===== config.mk =====
export PLATFORM = sky130hd
export DESIGN_NAME = linked_chain_table
export DESIGN_NICKNAME = d
export VERILOG_FILES = /design/src/sv/lct_pkg.sv /design/src/sv/lct_link_mem.sv /design/src/sv/lct_ctrl.sv /design/src/sv/linked_chain_table.sv
export SDC_FILE = /design/constraint.sdc
export NUM_CORES = 1
export LEC_CHECK = 0
export ABC_AREA = 1
export ABC_CLOCK_PERIOD_IN_PS = 5200
export BUFFER_PORTS_ARGS = -buffer_cell sky130_fd_sc_hd__buf_2
export CAP_MARGIN = 30
export CELL_PAD_IN_SITES_DETAIL_PLACEMENT = 0
export CELL_PAD_IN_SITES_GLOBAL_PLACEMENT = 1
export CORE_MARGIN = 2
export CORE_UTILIZATION = 51
export CTS_CLUSTER_SIZE = 20
export DETAILED_ROUTE_END_ITERATION = 12
export HOLD_SLACK_MARGIN = 0.15
export PLACE_DENSITY = 0.9
export SLEW_MARGIN = 5
export SYNTH_ARGS = -nofsm -noshare
export SYNTH_HDL_FRONTEND = slang
export SYNTH_SLANG_ARGS = --single-unit

===== constraint.sdc =====
create_clock -name clk -period 5.2 [get_ports clk]
set_input_delay 0.26 -clock clk [delete_from_list [all_inputs] [get_ports clk]]
set_output_delay 0.26 -clock clk [all_outputs]
set_load 0.05 [all_outputs]

===== src/sv/lct_pkg.sv =====
// lct_pkg: shared constants, request codes and memory port type for the
// linked chain table. No dependencies.
package lct_pkg;

    // Table geometry: nodes 1..NODES, entry 0 means "none"
    localparam int NODES  = 64;
    localparam int NODE_W = 7;
    localparam int CNT_W  = $clog2(NODES);

    // Request codes
    localparam logic [1:0] KIND_LINK   = 2'd0;
    localparam logic [1:0] KIND_UNLINK = 2'd1;
    localparam logic [1:0] KIND_LIST   = 2'd2;

    // One read port and one write port of a link memory
    typedef struct packed {
        logic              rd_en;
        logic [NODE_W-1:0] rd_addr;
        logic              wr_en;
        logic [NODE_W-1:0] wr_addr;
        logic [NODE_W-1:0] wr_data;
    } mem_req_t;

endpackage


===== src/sv/lct_link_mem.sv =====
// lct_link_mem: one link table (NODES+1 entries), registered read, one write.
// Per-entry valid bits make unwritten entries read as zero after reset.
// Depends on lct_pkg.
module lct_link_mem
    import lct_pkg::*;
(
    input  logic              clk,
    input  logic              rst_n,
    input  mem_req_t          req,
    output logic [NODE_W-1:0] rd_data
);

    logic [NODE_W-1:0] mem [0:NODES];
    logic [NODES:0]    valid_reg;
    logic [NODE_W-1:0] rd_data_reg;

    // Storage write
    always_ff @(posedge clk)
    begin
        if (req.wr_en && req.wr_addr <= NODE_W'(NODES))
        begin
            mem[req.wr_addr] <= req.wr_data;
        end
    end

    // Valid bits: cleared at reset, set on first write
    always_ff @(posedge clk or negedge rst_n)
    begin
        if (!rst_n)
        begin
            valid_reg <= '0;
        end
        else if (req.wr_en && req.wr_addr <= NODE_W'(NODES))
        begin
            valid_reg[req.wr_addr] <= 1'b1;
        end
    end

    // Registered read; unwritten entries give "none"
    always_ff @(posedge clk)
    begin
        if (req.rd_en)
        begin
            if (req.rd_addr <= NODE_W'(NODES) && valid_reg[req.rd_addr])
            begin
                rd_data_reg <= mem[req.rd_addr];
            end
            else
            begin
                rd_data_reg <= '0;
            end
        end
    end

    assign rd_data = rd_data_reg;

endmodule


===== src/sv/lct_ctrl.sv =====
// lct_ctrl: request sequencer. Applies link/unlink writes, walks back to the
// chain head, then walks forward emitting one result per node.
// Depends on lct_pkg.
module lct_ctrl
    import lct_pkg::*;
(
    input  logic              clk,
    input  logic              rst_n,
    input  logic              start,
    input  logic [1:0]        kind,
    input  logic [NODE_W-1:0] car_a,
    input  logic [NODE_W-1:0] car_b,
    input  logic [NODE_W-1:0] prev_rd,
    input  logic [NODE_W-1:0] next_rd,
    output logic              busy,
    output mem_req_t          prev_req,
    output mem_req_t          next_req,
    output logic              strobe,
    output logic [NODE_W-1:0] car,
    output logic              last_of_run
);

    localparam logic [1:0] ST_IDLE = 2'd0;
    localparam logic [1:0] ST_BACK = 2'd1;
    localparam logic [1:0] ST_FWD  = 2'd2;

    logic [1:0]        state_reg, state_next;
    logic [NODE_W-1:0] cur_reg, cur_next;
    logic [CNT_W-1:0]  steps_reg, steps_next;
    logic [CNT_W-1:0]  count_reg, count_next;
    logic              strobe_reg, strobe_next;
    logic [NODE_W-1:0] car_reg, car_next;
    logic              last_reg, last_next;

    logic a_ok, b_ok, p_ok, nx_end, fwd_last;
    logic [CNT_W:0] steps_plus2;

    assign a_ok        = car_a <= NODE_W'(NODES);
    assign b_ok        = car_b <= NODE_W'(NODES);
    assign p_ok        = prev_rd != '0 && prev_rd <= NODE_W'(NODES);
    assign nx_end      = next_rd == '0 || next_rd > NODE_W'(NODES);
    assign fwd_last    = nx_end || count_reg == CNT_W'(NODES - 1);
    assign steps_plus2 = {1'b0, steps_reg} + (CNT_W+1)'(2);

    // Next-state and memory request logic
    always_comb
    begin
        state_next  = state_reg;
        cur_next    = cur_reg;
        steps_next  = steps_reg;
        count_next  = count_reg;
        strobe_next = 1'b0;
        car_next    = car_reg;
        last_next   = last_reg;
        prev_req    = '0;
        next_req    = '0;

        case (state_reg)
            ST_IDLE:
            begin
                if (start)
                begin
                    case (kind)
                        KIND_LINK, KIND_UNLINK:
                        begin
                            if (a_ok && b_ok)
                            begin
                                next_req.wr_en   = car_a != '0;
                                next_req.wr_addr = car_a;
                                next_req.wr_data = (kind == KIND_LINK) ? car_b : '0;
                                prev_req.wr_en   = car_b != '0;
                                prev_req.wr_addr = car_b;
                                prev_req.wr_data = (kind == KIND_LINK) ? car_a : '0;
                            end
                        end
                        KIND_LIST:
                        begin
                            if (car_a != '0 && a_ok)
                            begin
                                prev_req.rd_en   = 1'b1;
                                prev_req.rd_addr = car_a;
                                cur_next         = car_a;
                                steps_next       = '0;
                                state_next       = ST_BACK;
                            end
                        end
                        default:
                        begin
                        end
                    endcase
                end
            end

            // One backward step per cycle; read address follows read data
            ST_BACK:
            begin
                if (p_ok)
                begin
                    cur_next   = prev_rd;
                    steps_next = steps_reg + CNT_W'(1);
                    if (steps_plus2 < (CNT_W+1)'(NODES))
                    begin
                        prev_req.rd_en   = 1'b1;
                        prev_req.rd_addr = prev_rd;
                    end
                    else
                    begin
                        next_req.rd_en   = 1'b1;
                        next_req.rd_addr = prev_rd;
                        count_next       = '0;
                        state_next       = ST_FWD;
                    end
                end
                else
                begin
                    next_req.rd_en   = 1'b1;
                    next_req.rd_addr = cur_reg;
                    count_next       = '0;
                    state_next       = ST_FWD;
                end
            end

            // One result per cycle on the forward walk
            ST_FWD:
            begin
                strobe_next = 1'b1;
                car_next    = cur_reg;
                last_next   = fwd_last;
                if (fwd_last)
                begin
                    state_next = ST_IDLE;
                end
                else
                begin
                    cur_next         = next_rd;
                    count_next       = count_reg + CNT_W'(1);
                    next_req.rd_en   = 1'b1;
                    next_req.rd_addr = next_rd;
                end
            end

            default:
            begin
                state_next = ST_IDLE;
            end
        endcase
    end

    // Control registers
    always_ff @(posedge clk or negedge rst_n)
    begin
        if (!rst_n)
        begin
            state_reg  <= ST_IDLE;
            strobe_reg <= 1'b0;
        end
        else
        begin
            state_reg  <= state_next;
            strobe_reg <= strobe_next;
        end
    end

    // Walk and result payload registers
    always_ff @(posedge clk)
    begin
        cur_reg   <= cur_next;
        steps_reg <= steps_next;
        count_reg <= count_next;
        car_reg   <= car_next;
        last_reg  <= last_next;
    end

    assign busy        = state_reg != ST_IDLE;
    assign strobe      = strobe_reg;
    assign car         = car_reg;
    assign last_of_run = last_reg;

endmodule


===== src/sv/linked_chain_table.sv =====
// linked_chain_table: top level of the doubly linked node table.
// Depends on lct_pkg, lct_link_mem, lct_ctrl.
//
//   channel  | handshake          | payload
//   ---------+--------------------+----------------------
//   request  | start, busy        | kind, car_a, car_b
//   result   | strobe (one cycle) | car, last_of_run
//
// Link and unlink write the link memories directly from idle; busy stays low and
// the next request may follow at once. A list request holds busy for each backward
// step (up to NODES-1), through one more check unless the step cap ends the walk,
// and for each emitted node (up to NODES); the walk is paced by the registered read
// of the prev and next link memories. Each result is strobed in the cycle after
// its walk cycle, so the last one shows in the first idle cycle.
// Reset clears both tables through per-entry valid bits, with no sweep.
// Results cannot be stalled; each is shown for one cycle on strobe.
module linked_chain_table
    import lct_pkg::*;
(
    input  logic              clk,
    input  logic              rst_n,
    input  logic              start,
    output logic              busy,
    input  logic [1:0]        kind,
    input  logic [NODE_W-1:0] car_a,
    input  logic [NODE_W-1:0] car_b,
    output logic              strobe,
    output logic [NODE_W-1:0] car,
    output logic              last_of_run
);

    mem_req_t          prev_req, next_req;
    logic [NODE_W-1:0] prev_rd, next_rd;

    // Predecessor links
    lct_link_mem u_prev_mem (
        .clk     (clk),
        .rst_n   (rst_n),
        .req     (prev_req),
        .rd_data (prev_rd)
    );

    // Successor links
    lct_link_mem u_next_mem (
        .clk     (clk),
        .rst_n   (rst_n),
        .req     (next_req),
        .rd_data (next_rd)
    );

    // Request sequencer
    lct_ctrl u_ctrl (
        .clk         (clk),
        .rst_n       (rst_n),
        .start       (start),
        .kind        (kind),
        .car_a       (car_a),
        .car_b       (car_b),
        .prev_rd     (prev_rd),
        .next_rd     (next_rd),
        .busy        (busy),
        .prev_req    (prev_req),
        .next_req    (next_req),
        .strobe      (strobe),
        .car         (car),
        .last_of_run (last_of_run)
    );

endmodule

* After elaboration in Yosys (flattened, before gate mapping)
Memories as Yosys holds them, arrays and structs flattened. A register that Yosys moved wholly into a read port is not among the register bits.
Index checks and enable logic that the tools add are counted.
** Word-level totals
- Register bits after elaboration :: 160
- Latch bits :: 0
- Bits in writable memories :: 910
- Bits in read-only memories :: 0
- Bits of input ports :: 19
- Output and inout bits :: 10
- Word-level logic and storage cells :: 125
- Memories :: 2
** Operators by class
- Add/sub/neg operators :: 3
- $mul :: 0
- Div/mod/pow operators :: 0
- Magnitude comparators :: 15
- Equal/unequal tests :: 12
- Shifts and indexed selects :: 0
- Mux-type cells :: 54
- Bitwise gates (word level) :: 2
- Reduce and logical (&&, ||, !) cells :: 28
** Memory list
- u_next_mem.mem :: words 65, bits a word 7, read ports 1, clocked after memory_dff 1, wr ports 1, RTL line lct_link_mem.sv:13 : logic [NODE_W-1:0] mem [0:NODES];
- u_prev_mem.mem :: words 65, bits a word 7, read ports 1, clocked after memory_dff 1, wr ports 1, RTL line lct_link_mem.sv:13
** Operator list (number)
- 65-bit OR :: 2
- 15-bit two-way mux :: 7
- 8-bit two-way mux :: 7
- 7-bit less-or-equal comparator (second input constant) :: 7
- 7-bit two-way mux :: 7
- 6-bit two-way mux :: 7
- 7-bit by 8-bit < comparator with 1-bit output (second input constant) :: 4
- 8-bit one-hot mux with 2 select lines :: 2
- 6-bit one-hot mux with 2 select lines :: 2
- 23-bit two-way mux :: 1
- 7-bit one-hot mux with 3 select lines :: 1
- 7-bit nonzero test :: 3
- 1-bit binary-select mux with 7-bit select :: 2
- 1-bit demux with 7-bit select :: 2
- 7-bit by 1-bit greater-or-equal comparator with 1-bit output (second input constant) :: 2
- 6-bit by 1-bit adder with 6-bit output (second input constant) :: 2
- 2-bit two-way mux :: 6
- 5-bit AND reduction :: 2
- 1-bit logical AND :: 9
- 1-bit two-way mux :: 9
- 6-bit by 2-bit adder with 7-bit output (second input constant) :: 1
- 7-bit greater-than comparator (second input constant) :: 1
- 7-bit logical NOT :: 1
- 7-bit < comparator (second input constant) :: 1
- other kinds (15) :: 26

* Depth between registers and ports, before layout
Gate-level depths: netlist of the first run.
- Depth in word-level cells :: 11
- Mapped depth :: 24
- Depth with buffers taken out :: 23

* Modules after synthesis
A second synthesis of the first run with hierarchy kept.
** Unflattened totals
- Cell total of the unflattened synthesis :: 4440
- Area total of the unflattened synthesis :: 46723.6 µm²
** Modules (own cells, without submodules)
- lct_link_mem at u_next_mem :: instances 1, cells an instance 2140, area each 22434.0 µm²
- lct_link_mem at u_prev_mem :: instances 1, cells an instance 2001, area each 22007.4 µm²
- lct_ctrl :: instances 1, cells an instance 299, area each 2282.2 µm²

* Worst setup path before layout of the first run
No wires, ideal clock.
- Path kind :: register to register
- From :: reg u_ctrl.state_reg[0]
- To :: mem u_prev_mem.mem[0][5] (data pin)
- Setup time :: 0.688 ns
- Arrival :: 3.783 ns
- Slack :: 0.729 ns
- Stages on the path, launching flop included :: 9
- Buffers on the path :: 0
- Cell sequence :: dfrtp_1 -> inv_1 -> ha_1 -> nand2_1 -> nor2_1 -> inv_1 -> nor2_2 -> inv_2 -> nor3_1
** RTL lines
- start: declaration :: RTL line lct_ctrl.sv:27 : logic [1:0] state_reg, state_next;
- start signal: assignment :: RTL line lct_ctrl.sv:159 : state_reg <= state_next;
- end: declaration :: RTL line lct_link_mem.sv:13

* Worst setup path in the final report of the first run
- From :: reg u_ctrl.state_reg[1]
- To :: reg u_prev_mem.rd_data_reg[4], in the netlist u_prev_mem.rd_data[4], read port of u_prev_mem.mem (data pin)
** Between the ends
- Longest elaborated chain between the ends :: 6
- Elaborated cells between the ends (all ways) :: 8
- Classes of those cells :: order compare (1); eq/ne (1); mux (3); reduce/logical (3)
** RTL lines
- 2-bit by 1-bit == test with 1-bit output / 2-bit logical NOT (equally long branches) :: RTL line lct_ctrl.sv:58 : case (state_reg)
- 8-bit one-hot mux with 2 select lines (*) :: RTL line lct_ctrl.sv:58
- 1-bit binary-select mux with 7-bit select :: RTL line lct_link_mem.sv:44 : if (req.rd_addr <= NODE_W'(NODES) && valid_reg[req.rd_addr])
- 1-bit two-way mux (implied by the code) :: RTL line lct_link_mem.sv:44
- 1-bit logical AND :: RTL line lct_link_mem.sv:44
- 1-bit logical NOT (no source line)
- end: declaration :: RTL line lct_link_mem.sv:15 : logic [NODE_W-1:0] rd_data_reg;
Mark *: on every way between the ends. The rest lies on a longest branch, timed or not. The select of a mux whose other input is x is not followed.
A chain may end at the register's enable or synchronous reset.

==> impl_summary.txt, run 1 <==
----------------------------------------------------
[Setup path]
  Family with the most delay on the worst path ... simple AND/OR/NAND/NOR gates
  CP max-delay cell ... sky130_fd_sc_hd__ha_1
  Required time at the endpoint of the critical path ... 5.63 ns
  Kind of launch point of the worst setup path ... flip-flop
  Peak fanout along the critical path ... 128
  Number of cells traversed by the worst register-to-register path ... 19
  Slowest cell delay on critical path ... 0.63 ns
  Ordered list of cells on the worst path ... inv_1 > ha_1 > nand2_1 > nand3b_1 > nand2_8 > inv_8 > buf_4 > nand2_1 > nand3_1 > nand3_1 > nand2_1 > nor2_1 > nand2_1 > nand2_1 > nand2_1 > nand2_1 > nand2_1 > nand2_1 > nor2_1
  WP buf/inv ... 3
  Nature of the critical path endpoint ... flip-flop
  Register-to-register setup slack ... 0.94 ns
  Critical path's most frequent cell ... sky130_fd_sc_hd__nand2_1
  Critical path origin ... u_ctrl.state_reg[1]
  Worst reg2reg endpoint ... u_prev_mem.rd_data[4]
  R2R Path Start ... u_ctrl.state_reg[1]
  Endpoint arrival time on the critical path ... 4.69 ns
  Critical path class ... flip-flop to flip-flop

[Route]
  Number of DRC markers in iteration 0 ... 3662
  Final Routed Wirelength ... 118100 microns
  Routed length per placed instance ... 21.46 microns
  Post-detailed-route count of antenna-violating nets ... 0
  Mean number of vias per cell ... 5.719
  Total via count in the routed design ... 31470
  DRC violations left ... 0
  Pre-antenna DRT Iters ... 6

[Clock network]
  CTS clk-pin slew, worst paths ... 0.06 ns
  Worst-skew pair later-pin latency ... 0.69 ns
  CTS Buf Count ... 104
  H-tree level count ... 3
  Sinks on the clock net ... 1084
  Maximum clock path buffer count ... 3
  # Post-CTS Setup Buffers ... 0
  CTS tree ... done
  CTS root buf ... sky130_fd_sc_hd__clkbuf_16

[Layout]
  Layout cells sized above 1 ... 10.01%
  Net count of the finished layout ... 4257
  Count of non-filler cells in the finished layout ... 5502
  Largest registers in the final layout ... u_next_mem.mem: 455 flops, u_prev_mem.mem: 455 flops
  Final-layout fill cell count ... 7393
  Core utilization of the finished layout ... 56.85%
  Relative area change from synthesis to final layout ... 10.31%

[Timing]
  Pins Over Slew Limit ... 0
  Max frequency ... 234.9 MHz
  Hold violation total from the final report ... 0
  Tcrit/Tclk final ... 81.88%
  Number of failing setup endpoints in the final timing report ... 0
  Minimum hold slack ... 0.1946 ns
  Setup repair after global routing missed its margin ... false
  Final critical delay including setup and external delays ... 4.258 ns
  Clock tree skew after final layout ... 0.02065 ns
  Final total negative setup slack ... 0 ns
  Relative slew margins ... 26.00%
  Actual transition at the worst max-transition pin ... 1.107 ns

[Floorplanning]
  Core Region ... 0.09001 sq mm
  Die Footprint ... 0.09339 sq mm
  Number of top-level pins ... 29
  Std-Cell Rows ... 110
  Starting density of the core ... 51.54%
  Die boundary height ... 305.6 microns
  Overall die width ... 305.6 microns

[Pwr]
  Power spent charging and discharging nets ... 7.708 mW
  Net switching fraction of the power ... 33.09%
  Sequential power share ... 42.2%
  P_leak ... 20.61 nW
  Comb pwr share ... 25.0%
  Power share of the clock group ... 32.8%
  P per Cell Area ... 455.3 mW/mm^2
  Int Power ... 15.59 mW
  Worst vdd rail ir drop ... 348.8 uV

[GRT]
  Pin count of the biggest net entering global routing ... 129
  Combined global-route utilization of all metal layers ... 25.23%
  Antenna violations before repair ... 0
  Wire length of the first global-routing pass ... 179800 microns
  GRT Residual Overflow ... 0
  Number of global-route vias before repair ... 29730

[Min path]
  Worst hold path class ... input port to flip-flop
  Endpoint with the worst hold slack ... u_ctrl.cur_reg[5]
  Worst hold path stage count ... 3
  Beginning of the worst hold path ... car_a[5]

[Synth]
  Count of warnings emitted by yosys ... 0
  Cell variety after synth ... 47
  Largest area contributor in the netlist ... sky130_fd_sc_hd__edfxtp_1
  Post-synthesis area per instance ... 10.94 sq um
  Area share of the leading cell type in the synthesized netlist ... 61.56%
  Summed instance area of the synthesized netlist ... 0.04639 sq mm
  Number of synthesized register bits ... 1084
  Fraction of the yosys area taken by sequential cells ... 68.74%
  Gate count of the mapped netlist ... 4239
  Area contributors post-synth ... sky130_fd_sc_hd__edfxtp_1 (62%), sky130_fd_sc_hd__nand2_1 (8.1%), sky130_fd_sc_hd__dfrtp_1 (7.2%), sky130_fd_sc_hd__nand3_1 (4.9%), sky130_fd_sc_hd__nor2_1 (4.4%)

[Job]
  Max-cap check violation count ... 0

[Status]
  Status ... completed

[Placed design]
  Placed wire-length estimate ... 70720 microns
  Number of cells in the design after placement ... 5291
  Routability congestion estimate from global placement ... 0.8947
  Number of input and output port buffers inserted ... 28

----------------------------------------------------
-- power by group through the flow --
stage	clock (mW)	sequential, mW	combinational, mW
2_1_floorplan	0	10.0	3.93
3_3_place_gp	0	10.0	5.60
3_5_place_dp	0	10.0	5.67
4_1_cts	7.71	9.82	5.70
5_1_grt	8.02	9.84	6.32
6_report	7.65	9.83	5.82
-- worst min-delay path, stage by stage --
cell,delay [ns]
sky130_fd_sc_hd__buf_2,0.13
sky130_fd_sc_hd__inv_1,0.14
sky130_fd_sc_hd__a22oi_1,0.20
-- cells in the final DEF, fill, tap and decap left out, drive strengths merged, types with 57 or more instances in the layout --
master,instances
o21ai,202
nand3b,57
inv,284
clkbuf,152
o211ai,116
nand3,456
a21oi,78
buf,91
dfrtp,133
or2,118
edfxtp,951
nand2,1012
nor2,555
-- worst max path at each step --
stage,endpoint,cells after the start,slack [ns]
2_1_floorplan,u_prev_mem.mem[0][5],8,0.73
3_3_place_gp,u_prev_mem.rd_data[4],19,1.19
3_5_place_dp,u_prev_mem.rd_data[3],19,1.09
4_1_cts,u_prev_mem.rd_data[4],19,1.10
5_1_grt,u_prev_mem.rd_data[2],19,0.66
6_report,u_prev_mem.rd_data[4],19,0.94
-- what timing repair did --
item,4_1_cts,5_1_grt
hold buffers,7,0
hold endpoints to repair,80,0
gates resized for setup,0,0
-- layout make-up --
class / count / area (sq um) / area share [%]
clock buffers: 150 / 2977 / 5.817
flip-flops and latches: 1084 / 31890 / 62.31
diodes: 2 / 5.005 / 0.009781
clock inverters: 48 / 505.5 / 0.9878
well taps: 1176 / 1471 / 2.876
repair buffers: 100 / 859.6 / 1.680
multi-input cells: 2662 / 12410 / 24.24
inverters: 280 / 1061 / 2.074
-- synthesized netlist by cell type (all sizes together) --
cell / instances
a21oi: 78
a22oi: 6
a31oi: 1
and3: 1
buf: 164
clkbuf: 62
conb: 1
dfrtp: 133
edfxtp: 951
ha: 6
inv: 280
nand2: 1012
nand3: 456
nand3b: 57
nand4: 13
nor2: 555
nor3: 10
nor4: 1
o211ai: 116
o21ai: 202
o221ai: 1
o22ai: 9
o31ai: 1
o41ai: 1
or2: 118
or4: 1
xnor2: 3
-- layer usage --
metal | GRT usage [%] | share of wire [%] | vias up
li1 | - | - | 14440
met1 | 37.00 | 42 | 15230
met2 | 38.45 | 45 | 1564
met3 | 4.243 | 10 | 239
met4 | 8.466 | 3.2 | 0
met5 | 0 | 0 | -
-- metrics by stage --
stage | cell area, sq um | setup WS [ns] | power (mW)
floorplan | 46440 | 0.7287 | 13.93
global placement | 47490 | 1.189 | 15.61
detailed placement | 47560 | 1.093 | 15.67
CTS | 51120 | 1.100 | 23.24
global route | 51170 | 0.6552 | 24.18
finish | 51170 | 0.9424 | 23.30
-- cell families after synthesis --
family / Yosys count / share of synthesized area (%)
compound gates: 415 / 5.300
xor+xnor: 3 / 0.05665
fa+ha+maj: 6 / 0.1618
buf+inv: 506 / 4.979
flops: 1084 / 68.74
other cells: 1 / 0.008084
simple gates: 2224 / 20.76
No activity file was read; power rests on OpenSTA's default activity.
==> inputs of run 2 (changes only) <==
--- a/config.mk
+++ b/config.mk
@@ -5,14 +5,14 @@
 export SDC_FILE = /design/constraint.sdc
 export NUM_CORES = 1
 export LEC_CHECK = 0
-export ABC_AREA = 1
-export ABC_CLOCK_PERIOD_IN_PS = 5200
+export ABC_AREA = 0
+export ABC_CLOCK_PERIOD_IN_PS = 4400
 export BUFFER_PORTS_ARGS = -buffer_cell sky130_fd_sc_hd__buf_2
 export CAP_MARGIN = 30
 export CELL_PAD_IN_SITES_DETAIL_PLACEMENT = 0
 export CELL_PAD_IN_SITES_GLOBAL_PLACEMENT = 1
 export CORE_MARGIN = 2
-export CORE_UTILIZATION = 51
+export CORE_UTILIZATION = 53
 export CTS_CLUSTER_SIZE = 20
 export DETAILED_ROUTE_END_ITERATION = 12
 export HOLD_SLACK_MARGIN = 0.15
==> constraint.sdc (replaced) <==
create_clock -name clk -period 4.4 [get_ports clk]
set_input_delay 0.22 -clock clk [delete_from_list [all_inputs] [get_ports clk]]
set_output_delay 0.22 -clock clk [all_outputs]
set_load 0.05 [all_outputs]
==> impl_summary.txt, run 2 <==
----------------------------------------------------
[Status]
  Status ... completed (unchanged)

[Timing]
  Pins Over Slew Limit ... 0 (unchanged)
  Final total negative setup slack ... 0 ns (unchanged)
  Relative slew margins ... 34.38% (was 26.00%)
  Minimum hold slack ... 0.2031 ns (was 0.1946 ns)
  Actual transition at the worst max-transition pin ... 0.9843 ns (was 1.107 ns)
  Clock tree skew after final layout ... 0.02189 ns (was 0.02065 ns)
  Final setup slack of the worst path ... 0.1566 ns (was 0.9424 ns)
  Setup repair after global routing missed its margin ... false (unchanged)
  Hold violation total from the final report ... 0 (unchanged)
  Final critical delay including setup and external delays ... 4.243 ns (was 4.258 ns)
  Max frequency ... 235.7 MHz (was 234.9 MHz)
  Number of failing setup endpoints in the final timing report ... 0 (unchanged)
  Tcrit/Tclk final ... 96.44% (was 81.88%)

[Placed design]
  Placed wire-length estimate ... 78590 microns (was 70720 microns)
  Pre-CTS setup slack ... 0.08789 ns (was 1.093 ns)
  Number of cells in the design after placement ... 4462 (was 5291)
  Routability congestion estimate from global placement ... 0.9983 (was 0.8947)
  Total placed instance area ... 0.04690 sq mm (was 0.04756 sq mm)
  Number of input and output port buffers inserted ... 28 (unchanged)

[Floorplanning]
  Core Region ... 0.08329 sq mm (was 0.09001 sq mm)
  Starting density of the core ... 53.29% (was 51.54%)
  Std-Cell Rows ... 106 (was 110)
  Overall die width ... 293.4 microns (was 305.6 microns)
  Die Footprint ... 0.08607 sq mm (was 0.09339 sq mm)
  Number of top-level pins ... 29 (unchanged)
  Die boundary height ... 293.4 microns (was 305.6 microns)

[Clock network]
  # Post-CTS Setup Buffers ... 0 (unchanged)
  CTS tree ... done (unchanged)
  Maximum clock path buffer count ... 3 (unchanged)
  Worst-skew pair later-pin latency ... 0.68 ns (was 0.69 ns)
  H-tree level count ... 3 (unchanged)
  Sinks on the clock net ... 1084 (unchanged)
  CTS clk-pin slew, worst paths ... 0.06 ns (about the same)
  CTS Buf Count ... 103 (was 104)
  CTS root buf ... sky130_fd_sc_hd__clkbuf_16 (unchanged)

[Synth]
  Number of synthesized register bits ... 1084 (unchanged)
  Summed instance area of the synthesized netlist ... 0.04439 sq mm (was 0.04639 sq mm)
  Area share of the leading cell type in the synthesized netlist ... 64.34% (was 61.56%)
  Top-count cell post-synth ... sky130_fd_sc_hd__edfxtp_1 (was sky130_fd_sc_hd__nand2_1)
  Async set-or-reset flop fraction in the synthesized netlist ... 12.27% (unchanged)
  Gate count of the mapped netlist ... 3329 (was 4239)
  Largest area contributor in the netlist ... sky130_fd_sc_hd__edfxtp_1 (unchanged)
  Fraction of the yosys area taken by sequential cells ... 71.84% (was 68.74%)
  Post-synthesis area per instance ... 13.33 sq um (was 10.94 sq um)
  Area contributors post-synth ... sky130_fd_sc_hd__edfxtp_1 (64%), sky130_fd_sc_hd__dfrtp_1 (7.5%), sky130_fd_sc_hd__nand2_1 (4.8%), sky130_fd_sc_hd__mux2i_1 (3.3%), sky130_fd_sc_hd__a21oi_1 (2.5%) (was sky130_fd_sc_hd__edfxtp_1 (62%), sky130_fd_sc_hd__nand2_1 (8.1%), sky130_fd_sc_hd__dfrtp_1 (7.2%), sky130_fd_sc_hd__nand3_1 (4.9%), sky130_fd_sc_hd__nor2_1 (4.4%))
  Cell variety after synth ... 86 (was 47)
  Synth cell count leaders ... sky130_fd_sc_hd__edfxtp_1 (951), sky130_fd_sc_hd__nand2_1 (565), sky130_fd_sc_hd__a21oi_1 (224) (was sky130_fd_sc_hd__nand2_1 (1001), sky130_fd_sc_hd__edfxtp_1 (951), sky130_fd_sc_hd__nor2_1 (544))
  Count of warnings emitted by yosys ... 0 (unchanged)
  Commonest register cell after synthesis ... sky130_fd_sc_hd__edfxtp_1 (unchanged)
  Number of flops mapped to enable cells by yosys ... 951 (unchanged)

[Layout]
  Count of non-filler cells in the finished layout ... 4670 (was 5502)
  Most common cell after layout, fill and taps aside ... sky130_fd_sc_hd__edfxtp_1 (was sky130_fd_sc_hd__nand2_1)
  Layout cells sized above 1 ... 16.62% (was 10.01%)
  Net count of the finished layout ... 3522 (was 4257)
  Relative area change from synthesis to final layout ... 13.67% (was 10.31%)
  Leading cell types in the layout, fill and taps excluded ... sky130_fd_sc_hd__edfxtp_1 (951), sky130_fd_sc_hd__nand2_1 (564), sky130_fd_sc_hd__a21oi_1 (224), sky130_fd_sc_hd__nor2_1 (198), sky130_fd_sc_hd__buf_4 (184) (was sky130_fd_sc_hd__nand2_1 (1001), sky130_fd_sc_hd__edfxtp_1 (951), sky130_fd_sc_hd__nor2_1 (531), sky130_fd_sc_hd__nand3_1 (450), sky130_fd_sc_hd__inv_1 (270))
  Final cell area excluding filler cells ... 0.05045 sq mm (was 0.05117 sq mm)
  Core utilization of the finished layout ... 60.57% (was 56.85%)
  Largest registers in the final layout ... u_next_mem.mem: 455 flops, u_prev_mem.mem: 455 flops (unchanged)

[Setup path]
  Slowest cell delay on critical path ... 0.60 ns (was 0.63 ns)
  Nature of the critical path endpoint ... flip-flop (unchanged)
  Ordered list of cells on the worst path ... nor3_2 > a31oi_1 > a32o_2 > nor2_4 > buf_4 > nor2_1 > o21ai_0 > o31ai_1 > a32oi_1 > a21oi_1 > o41a_1 > nor3_1 (was inv_1 > ha_1 > nand2_1 > nand3b_1 > nand2_8 > inv_8 > buf_4 > nand2_1 > nand3_1 > nand3_1 > nand2_1 > nor2_1 > nand2_1 > nand2_1 > nand2_1 > nand2_1 > nand2_1 > nand2_1 > nor2_1)
  Kind of launch point of the worst setup path ... flip-flop (unchanged)
  Critical path class ... flip-flop to flip-flop (unchanged)
  Endpoint arrival time on the critical path ... 4.69 ns (about the same)
  CP max-delay cell ... sky130_fd_sc_hd__nor2_4 (was sky130_fd_sc_hd__ha_1)
  Required time at the endpoint of the critical path ... 4.84 ns (was 5.63 ns)
  Peak fanout along the critical path ... 18 (was 128)

[Route]
  Total via count in the routed design ... 29380 (was 31470)
  Mean number of vias per cell ... 6.292 (was 5.719)
  DRC violations left ... 0 (unchanged)
  Pre-antenna DRT Iters ... 6 (unchanged)
  Post-detailed-route count of antenna-violating nets ... 0 (unchanged)
  Routed length per placed instance ... 26.52 microns (was 21.46 microns)
  Final Routed Wirelength ... 123800 microns (was 118100 microns)
  Number of DRC markers in iteration 0 ... 4094 (was 3662)

[GRT]
  Pin count of the biggest net entering global routing ... 66 (was 129)
  Wire length of the first global-routing pass ... 182400 microns (was 179800 microns)
  GRT Residual Overflow ... 0 (unchanged)
  Antenna violations before repair ... 2 (was 0)
  Combined global-route utilization of all metal layers ... 28.54% (was 25.23%)
  Number of global-route vias before repair ... 28590 (was 29730)

[Pwr]
  Worst vdd rail ir drop ... 360.7 uV (was 348.8 uV)
  Total power draw ... 26.07 mW (was 23.30 mW)
  P_leak ... 20.39 nW (was 20.61 nW)
  P per Cell Area ... 516.7 mW/mm^2 (was 455.3 mW/mm^2)

[Min path]
  Worst hold path class ... input port to flip-flop (unchanged)

[Job]
  Max-cap check violation count ... 0 (unchanged)

----------------------------------------------------
## run 2: cell count changes after synthesis, moves of 103 or more
cell                       previous run  this run
sky130_fd_sc_hd__nand2_1           1001       565
sky130_fd_sc_hd__o211ai_1           116        13
sky130_fd_sc_hd__inv_1              270        12
sky130_fd_sc_hd__a21oi_1             75       224
sky130_fd_sc_hd__nand3_1            450       147
sky130_fd_sc_hd__nor2_1             544       201
sky130_fd_sc_hd__mux2i_1              0       146
## run 2: final timing paths
path | from | end | slack [ns] | cells past startpoint
max | u_prev_mem.rd_data[1] | u_next_mem.rd_data[5] | 0.16 | 12
min | car_a[5] | u_ctrl.cur_reg[5] | 0.20 | 4
max reg2reg | u_prev_mem.rd_data[1] | u_next_mem.rd_data[5] | 0.16 | 12
min reg2reg | u_prev_mem.valid_reg[0] | u_prev_mem.valid_reg[0] | 0.39 | 0
max in group asynchronous | rst_n | u_next_mem.valid_reg[17] | 2.62 | 4
min in group asynchronous | rst_n | u_next_mem.valid_reg[61] | 0.67 | 3
## run 2: cell type report
class	instances	area (sq um)
fill	6173	32840
sequential	1084	31890
multi-input combinational	2052	11700
clock buffer	135	2819
timing repair buffer	242	2026
tap	1080	1351
clock inverter	60	610.6
inverter	14	52.55
antenna	3	7.507
## run 2: power by group
| group | leakage, nW | internal [mW] | total (mW) | switching, mW |
|---|---|---|---|---|
| clock | 1.68 | 5.12 | 8.95 | 3.83 |
| sequential | 12.5 | 11.4 | 11.7 | 0.265 |
| combinational | 6.16 | 1.65 | 5.43 | 3.79 |
## run 2: layer usage
layer | global-route usage (%) | share of wire, % | vias up
li1 | - | - | 12770
met1 | 37.85 | 37 | 14430
met2 | 45.71 | 47 | 1795
met3 | 4.834 | 9.8 | 387
met4 | 14.71 | 5.8 | 0
met5 | 0 | 0 | -
## run 2: repair_timing
item | CTS | global route
endpoints found under the hold margin | 68 | 0
setup endpoints to repair | 0 | 2
hold buffers | 8 | 0
gates resized for setup | 0 | 2
## run 2: cell families (layout without fill, tap and decap cells)
family | Yosys count | count (layout) | share of synthesized area (%)
muxes | 164 | 164 | 3.775
AOI/OAI and AO/OA | 630 | 630 | 9.229
other | 1 | 17 | 0.008449
xor gates and xnor gates | 8 | 8 | 0.1578
adders and majority gates | 6 | 6 | 0.1691
buffers and inverters | 206 | 451 | 2.134
DFF | 1084 | 1084 | 71.84
and+or+nand+nor | 1230 | 1230 | 12.69
## run 2: critical path, delay by kind of cell (launching register included)
| kind | cells | cell delay [ns] |
|---|---|---|
| AO/OA/AOI/OAI | 7 | 1.78 |
| buffers and inverters | 1 | 0.26 |
| AND/OR/NAND/NOR | 4 | 1.43 |
| flip-flops | 1 | 0.53 |
